### src/rtl/gsm_pkg.sv
// ----------------------------------------------------------------------------
// gsm_pkg
// Shared types, command codes and fixed-point constants of the golden-section
// minimizer: controller commands, datapath status and the CORDIC angle table.
// ----------------------------------------------------------------------------
package gsm_pkg;

   localparam int MAX_ITER_DEF     = 64;
   localparam int CORDIC_STEPS_DEF = 24;

   localparam int IDX_W = 5;   // CORDIC step index, up to 32 steps

   // datapath operations
   localparam logic [3:0] OP_NONE   = 4'd0;
   localparam logic [3:0] OP_LOAD   = 4'd1;
   localparam logic [3:0] OP_MUL_W  = 4'd2;
   localparam logic [3:0] OP_SET_X  = 4'd3;
   localparam logic [3:0] OP_START  = 4'd4;
   localparam logic [3:0] OP_REDUCE = 4'd5;
   localparam logic [3:0] OP_FOLD   = 4'd6;
   localparam logic [3:0] OP_CORDIC = 4'd7;
   localparam logic [3:0] OP_MUL_SQ = 4'd8;
   localparam logic [3:0] OP_P24    = 4'd9;
   localparam logic [3:0] OP_MUL_T1 = 4'd10;
   localparam logic [3:0] OP_T1     = 4'd11;
   localparam logic [3:0] OP_MUL_T2 = 4'd12;
   localparam logic [3:0] OP_FIN    = 4'd13;
   localparam logic [3:0] OP_NARROW = 4'd14;
   localparam logic [3:0] OP_OUT    = 4'd15;

   // point selectors
   localparam logic [1:0] SEL_X1  = 2'd0;
   localparam logic [1:0] SEL_X2  = 2'd1;
   localparam logic [1:0] SEL_MID = 2'd2;

   typedef struct packed {
      logic [3:0]       op;
      logic [1:0]       sel;
      logic [IDX_W-1:0] idx;
   } cmd_type;

   typedef struct packed {
      logic w_gt_tol;     // interval wider than tolerance
      logic k_at_max;     // iteration cap reached
      logic need_reduce;  // angle still outside [-pi, pi]
      logic left_le;      // last narrowing kept the left part
   } status_type;

   localparam logic [31:0] TAU_Q32 = 32'd2654435769;
   localparam logic [31:0] OMT_Q32 = 32'd1640531527;
   localparam logic [30:0] TOL_RESET = 31'd2684355;

   localparam logic signed [33:0] HALF_Q28   = 34'sd134217728;
   localparam logic signed [33:0] TWO_Q28    = 34'sd536870912;
   localparam logic signed [33:0] ONE_Q30    = 34'sd1073741824;
   localparam logic signed [33:0] PI_Q28     = 34'sd843314857;
   localparam logic signed [33:0] HALFPI_Q28 = 34'sd421657428;
   localparam logic signed [33:0] TWOPI_Q28  = 34'sd1686629713;
   localparam logic signed [33:0] GAIN_Q30   = 34'sd652032874;

   function automatic logic signed [33:0] atan_q30(input logic [IDX_W-1:0] i);
      logic signed [33:0] r;
      case (i)
         5'd0:  r = 34'sd843314856;
         5'd1:  r = 34'sd497837829;
         5'd2:  r = 34'sd263043836;
         5'd3:  r = 34'sd133525158;
         5'd4:  r = 34'sd67021686;
         5'd5:  r = 34'sd33543515;
         5'd6:  r = 34'sd16775850;
         5'd7:  r = 34'sd8388437;
         5'd8:  r = 34'sd4194282;
         5'd9:  r = 34'sd2097149;
         5'd10: r = 34'sd1048575;
         5'd11: r = 34'sd524287;
         5'd12: r = 34'sd262143;
         5'd13: r = 34'sd131071;
         5'd14: r = 34'sd65535;
         5'd15: r = 34'sd32767;
         5'd16: r = 34'sd16383;
         5'd17: r = 34'sd8191;
         5'd18: r = 34'sd4095;
         5'd19: r = 34'sd2047;
         5'd20: r = 34'sd1023;
         5'd21: r = 34'sd511;
         5'd22: r = 34'sd255;
         5'd23: r = 34'sd127;
         5'd24: r = 34'sd63;
         5'd25: r = 34'sd31;
         5'd26: r = 34'sd15;
         5'd27: r = 34'sd7;
         5'd28: r = 34'sd3;
         5'd29: r = 34'sd1;
         default: r = 34'sd0;
      endcase
      return r;
   endfunction

endpackage

### src/rtl/gsm_ctrl.sv
// ----------------------------------------------------------------------------
// gsm_ctrl
// Sequencer of the search: issues at most one datapath command per cycle and
// owns the request and response handshakes.
// ----------------------------------------------------------------------------
module gsm_ctrl
   import gsm_pkg::*;
#(
   parameter int CORDIC_STEPS = CORDIC_STEPS_DEF
) (
   input  logic       clock,
   input  logic       reset,
   input  logic       req_valid,
   output logic       req_ready,
   output logic       rsp_valid,
   input  logic       rsp_ready,
   input  status_type status,
   output cmd_type    cmd
);

   localparam logic [4:0] S_IDLE   = 5'd0;
   localparam logic [4:0] S_INIT   = 5'd1;
   localparam logic [4:0] S_MULW   = 5'd2;
   localparam logic [4:0] S_SETX   = 5'd3;
   localparam logic [4:0] S_EVST   = 5'd4;
   localparam logic [4:0] S_EVRED  = 5'd5;
   localparam logic [4:0] S_EVFOLD = 5'd6;
   localparam logic [4:0] S_EVCORD = 5'd7;
   localparam logic [4:0] S_EVSQ   = 5'd8;
   localparam logic [4:0] S_EVP24  = 5'd9;
   localparam logic [4:0] S_EVMT1  = 5'd10;
   localparam logic [4:0] S_EVT1   = 5'd11;
   localparam logic [4:0] S_EVMT2  = 5'd12;
   localparam logic [4:0] S_EVFIN  = 5'd13;
   localparam logic [4:0] S_LOOP   = 5'd14;
   localparam logic [4:0] S_NARROW = 5'd15;
   localparam logic [4:0] S_PICK   = 5'd16;
   localparam logic [4:0] S_MID    = 5'd17;
   localparam logic [4:0] S_OUT    = 5'd18;

   localparam logic [1:0] PH_FIRST  = 2'd0;
   localparam logic [1:0] PH_SECOND = 2'd1;
   localparam logic [1:0] PH_LOOP   = 2'd2;
   localparam logic [1:0] PH_MID    = 2'd3;

   localparam logic [IDX_W-1:0] LAST_STEP = IDX_W'(CORDIC_STEPS - 1);

   logic [4:0]       state_ff, state_in;
   logic [1:0]       phase_ff, phase_in;
   logic [1:0]       sel_ff, sel_in;
   logic [IDX_W-1:0] cnt_ff, cnt_in;
   logic             valid_ff, valid_in;

   assign req_ready = (state_ff == S_IDLE);
   assign rsp_valid = valid_ff;

   always_comb begin
      state_in = state_ff;
      phase_in = phase_ff;
      sel_in   = sel_ff;
      cnt_in   = cnt_ff;
      valid_in = valid_ff & ~rsp_ready;
      cmd      = '{op: OP_NONE, sel: sel_ff, idx: cnt_ff};
      unique case (state_ff)
         S_IDLE: begin
            if (req_valid) begin
               cmd.op   = OP_LOAD;
               state_in = S_INIT;
            end
         end
         S_INIT: begin
            phase_in = PH_FIRST;
            sel_in   = SEL_X1;
            state_in = status.w_gt_tol ? S_MULW : S_MID;
         end
         S_MULW: begin
            cmd.op   = OP_MUL_W;
            state_in = S_SETX;
         end
         S_SETX: begin
            cmd.op   = OP_SET_X;
            state_in = S_EVST;
         end
         S_EVST: begin
            cmd.op   = OP_START;
            state_in = S_EVRED;
         end
         S_EVRED: begin
            if (status.need_reduce) begin
               cmd.op = OP_REDUCE;
            end else begin
               state_in = S_EVFOLD;
            end
         end
         S_EVFOLD: begin
            cmd.op   = OP_FOLD;
            cnt_in   = '0;
            state_in = S_EVCORD;
         end
         S_EVCORD: begin
            cmd.op = OP_CORDIC;
            cnt_in = cnt_ff + 1'b1;
            if (cnt_ff == LAST_STEP) begin
               state_in = S_EVSQ;
            end
         end
         S_EVSQ: begin
            cmd.op   = OP_MUL_SQ;
            state_in = S_EVP24;
         end
         S_EVP24: begin
            cmd.op   = OP_P24;
            state_in = S_EVMT1;
         end
         S_EVMT1: begin
            cmd.op   = OP_MUL_T1;
            state_in = S_EVT1;
         end
         S_EVT1: begin
            cmd.op   = OP_T1;
            state_in = S_EVMT2;
         end
         S_EVMT2: begin
            cmd.op   = OP_MUL_T2;
            state_in = S_EVFIN;
         end
         S_EVFIN: begin
            cmd.op = OP_FIN;
            unique case (phase_ff)
               PH_FIRST: begin
                  phase_in = PH_SECOND;
                  sel_in   = SEL_X2;
                  state_in = S_MULW;
               end
               PH_SECOND, PH_LOOP: begin
                  phase_in = PH_LOOP;
                  state_in = S_LOOP;
               end
               default: state_in = S_OUT;
            endcase
         end
         S_LOOP: begin
            state_in = (status.w_gt_tol && !status.k_at_max) ? S_NARROW : S_MID;
         end
         S_NARROW: begin
            cmd.op   = OP_NARROW;
            state_in = S_PICK;
         end
         S_PICK: begin
            sel_in   = status.left_le ? SEL_X1 : SEL_X2;
            state_in = S_MULW;
         end
         S_MID: begin
            phase_in = PH_MID;
            sel_in   = SEL_MID;
            state_in = S_EVST;
         end
         S_OUT: begin
            if (!valid_ff || rsp_ready) begin
               cmd.op   = OP_OUT;
               valid_in = 1'b1;
               state_in = S_IDLE;
            end
         end
         default: state_in = S_IDLE;
      endcase
   end

   always_ff @(posedge clock) begin
      if (reset) begin
         state_ff <= S_IDLE;
         phase_ff <= PH_FIRST;
         sel_ff   <= SEL_X1;
         cnt_ff   <= '0;
         valid_ff <= 1'b0;
      end else begin
         state_ff <= state_in;
         phase_ff <= phase_in;
         sel_ff   <= sel_in;
         cnt_ff   <= cnt_in;
         valid_ff <= valid_in;
      end
   end

endmodule

### config.mk
export PLATFORM = sky130hd
export DESIGN_NAME = gsm_ctrl
export DESIGN_NICKNAME = d
export VERILOG_FILES = /design/src/rtl/gsm_pkg.sv /design/src/rtl/gsm_ctrl.sv
export SDC_FILE = /design/constraint.sdc
export NUM_CORES = 1
export LEC_CHECK = 0
export BUFFER_PORTS_ARGS = -buffer_cell sky130_fd_sc_hd__buf_2
export CAP_MARGIN = 25
export CORE_MARGIN = 2
export CORE_UTILIZATION = 30
export DETAILED_ROUTE_END_ITERATION = 16
export GPL_ROUTABILITY_DRIVEN = 0
export SETUP_SLACK_MARGIN = 0.02
export SYNTH_ARGS = -nofsm -noshare
export SYNTH_HDL_FRONTEND = slang
export SYNTH_SLANG_ARGS = --single-unit
### constraint.sdc
create_clock -name clock -period 1.4 [get_ports clock]
set_input_delay 0.07 -clock clock [delete_from_list [all_inputs] [get_ports clock]]
set_output_delay 0.07 -clock clock [all_outputs]
set_load 0.01 [all_outputs]
==> flow_metrics.env <==
export IMPL_critical_path_required_ns=1.33
export IMPL_seq_area_frac_synth=0.269
export IMPL_cp_slowest_cell="or3_4"
export IMPL_die_h_um=65.0
export IMPL_cts_tree="built"
export IMPL_worst_slew_pin_slew_ns=0.382
export IMPL_drtPass1Iterations=4
export IMPL_power_mw=3.04
export IMPL_timing_rr_start="state_ff[2]"
export IMPL_async_reset_ff_frac=0
export IMPL_worstSetupStartpointType="flop"
export IMPL_rows=22
export IMPL_status="complete, but fails checks"
export IMPL_first_iter_violations=66
export IMPL_p_comb_frac=0.661
export IMPL_synth_most_common_cell="nor2_1"
export IMPL_setup_worst_path_end_class="output port"
export IMPL_synth_common_cells="19 x nor2_1, 15 x dfxtp_1, 12 x a21oi_1"
export IMPL_clock_latency_ns=0.25
export IMPL_critPathTopFamily="simple AND/OR/NAND/NOR gates"
export IMPL_yosys_warnings=0
export IMPL_syn_cell_area_um2=1120
export IMPL_syn_area_per_cell_um2=7.50
export IMPL_synth_edf_count=0
export IMPL_cap_violations=0
export IMPL_io_buffers=20
export IMPL_wl_um=3410
export IMPL_cts_root_buf="clkbuf_8"
export IMPL_placedCellCount=239
export IMPL_slew_violations=0
export IMPL_power_density_nw_per_um2=1750
export IMPL_antenna_found_initial=0
export IMPL_die_w_um=65.0
export IMPL_final_hold_viol_count=0
export IMPL_overflow=0
export IMPL_rsz0062_at_grt="yes"
export IMPL_path_buf_inv=2
export IMPL_yosysTopAreaCellShare=0.269
export IMPL_cts_clk_slew_worst_paths_ns=0.07
export IMPL_initial_core_util=0.308
export IMPL_drive_gt1_frac=0.510
export IMPL_slew_headroom=0.744
export IMPL_clockPowerShare=0.126
export IMPL_fmax_mhz=640
export IMPL_synthTopCellsByArea="dfxtp_1 27%, nor2_1 6.4%, a21oi_1 5.4%"
export IMPL_hold_path_class="primary input to flop"
export IMPL_hpwl_um=2450
export IMPL_fin_ws_ns=-0.163
export IMPL_antenna_cells=0
export IMPL_grt_max_degree=16
export IMPL_multiInputGateArea_um2=898
export IMPL_power_leakage_nw=0.720
export IMPL_layout_cells_non_filler=244
export IMPL_hold_slack_ns=0.176
export IMPL_core_area_um2=3630
export IMPL_post_route_period_util=1.12
export IMPL_drc=0
export IMPL_io_pins=21
export IMPL_ctsLongestPathBuffers=2
export IMPL_cts_sinks=15
export IMPL_sw_frac_of_total=0.432
export IMPL_nFillCells=362
export IMPL_grt_usage=0.169
export IMPL_critical_path_peak_fanout=4
export IMPL_crit_type="flop to output port"
export IMPL_violations="setup timing"
export IMPL_finalClockSkew_ns=0.00244
export IMPL_p_sw_mw=1.32
export IMPL_vias=1267
export IMPL_slowest_delay_ns=0.40
export IMPL_grt_pass1_wl_um=5530
export IMPL_ant_nets=0
export IMPL_htreeDepth=1
export IMPL_synth_distinct_cells=43
export IMPL_p_int_mw=1.73
export IMPL_setup_viol=9
export IMPL_hold_start="reset"
export IMPL_postSynthCellCount=149
export IMPL_synth_ff_type="dfxtp_1"
export IMPL_cp_data_arrival_time_ns=1.49
export IMPL_die_area_um2=4230
export IMPL_grt_pass1_vias=1199
export IMPL_p_seq_frac=0.212
export IMPL_period_needed_ns=1.56
export IMPL_synthToLayoutAreaGrowth_pct=55.3
export IMPL_seqCellArea_um2=317
export IMPL_wl_per_cell_um=14.0
export IMPL_yosys_area_top_type="dfxtp_1"
export IMPL_ys_ff_latch=15
export IMPL_peakVddDrop_mv=0.482
export IMPL_synth_net_count=160
export IMPL_path_cells="or3_4, buf_6, nor3_4, a21oi_1, nand2_1, buf_2"
export IMPL_cts_buffers=3
export IMPL_nNetsFinal=208
export IMPL_final_setup_tns_ns=-0.858
export IMPL_viasPerCell=5.19
export IMPL_setup_worst_path_start="state_ff[2]"
==> placed cells by master, fill, tap and decap left out, types with 4 or more instances in the layout <==
cell type	synthesis	layout
a21oi_2	0	4
inv_1	8	8
dfxtp_2	0	4
nand2_1	7	6
nand3_1	4	4
dfxtp_1	15	8
buf_4	0	30
nand2b_1	8	6
nor2_1	19	16
buf_2	6	20
buf_6	1	5
a21oi_1	12	8
nor3_1	7	6
==> per-layer routing <==
layer  share of wire  global-route usage  up-vias
met1            0.46               0.223      602
met4          0.0097              0.0729        0
met2            0.50               0.284       24
met5               0                   0        -
met3           0.029              0.0104        2
li1                -                   -      639
==> power groups by stage <==
stage | logic, mW | clock network [mW] | registers [mW]
3_5_place_dp | 1.55 | 0 | 0.620
3_3_place_gp | 1.54 | 0 | 0.613
5_1_grt | 2.19 | 0.420 | 0.660
6_report | 2.01 | 0.384 | 0.646
4_1_cts | 1.76 | 0.393 | 0.638
2_1_floorplan | 1.01 | 0 | 0.581
==> layout make-up <==
type	instances	area share
Inverter	8	0.0173
Sequential cell	15	0.182
Clock buffer	3	0.0238
Clock inverter	1	0.00433
Timing Repair Buffer	55	0.220
Multi-Input combinational cell	114	0.518
Tap cell	48	0.0346
==> through the flow <==
stage          area (um^2)  utilization  setup WS [ns]
6_report              1740        0.478         -0.163
5_1_grt               1740        0.478         -0.241
4_1_cts               1640        0.452         -0.179
3_5_place_dp          1480        0.408         -0.129
3_3_place_gp          1480        0.408         -0.111
2_1_floorplan         1130            -        -0.0624
==> cell families (layout without fill, tap and decap cells) <==
kind of cell,after synthesis,after routing,synth area share
compound gates,44,44,0.270
mux,1,1,0.00896
fa+ha+maj,3,3,0.0336
buf+inv,20,67,0.0806
simple gates,66,66,0.338
flops,15,15,0.269
==> sequential cells by signal (all words and copies together) (netlist names) <==
register and count:
phase_ff 2, sel_ff 2, cnt_ff 5, state_ff 5, rsp_valid 1
==> worst paths after layout <==
check                endpoint  slack [ns]  depth (start not counted)
setup / recovery       cmd[7]       -0.16                          6
hold / removal    state_ff[4]        0.18                          2
setup reg to reg  state_ff[2]       -0.15                          3
hold reg to reg     sel_ff[0]        0.48                          1
==> repair_timing <==
| action | in CTS | in global routing |
|---|---|---|
| endpoints found under the setup margin | 16 | 17 |
| hold buffers | 0 | 0 |
| hold endpoints to repair | 0 | 0 |
| pin swaps | 1 | 8 |
| resized for setup | 31 | 20 |
| cloned | 0 | 0 |
| buffers inserted | 0 | 1 |
(Power assumes the default switching activity.)
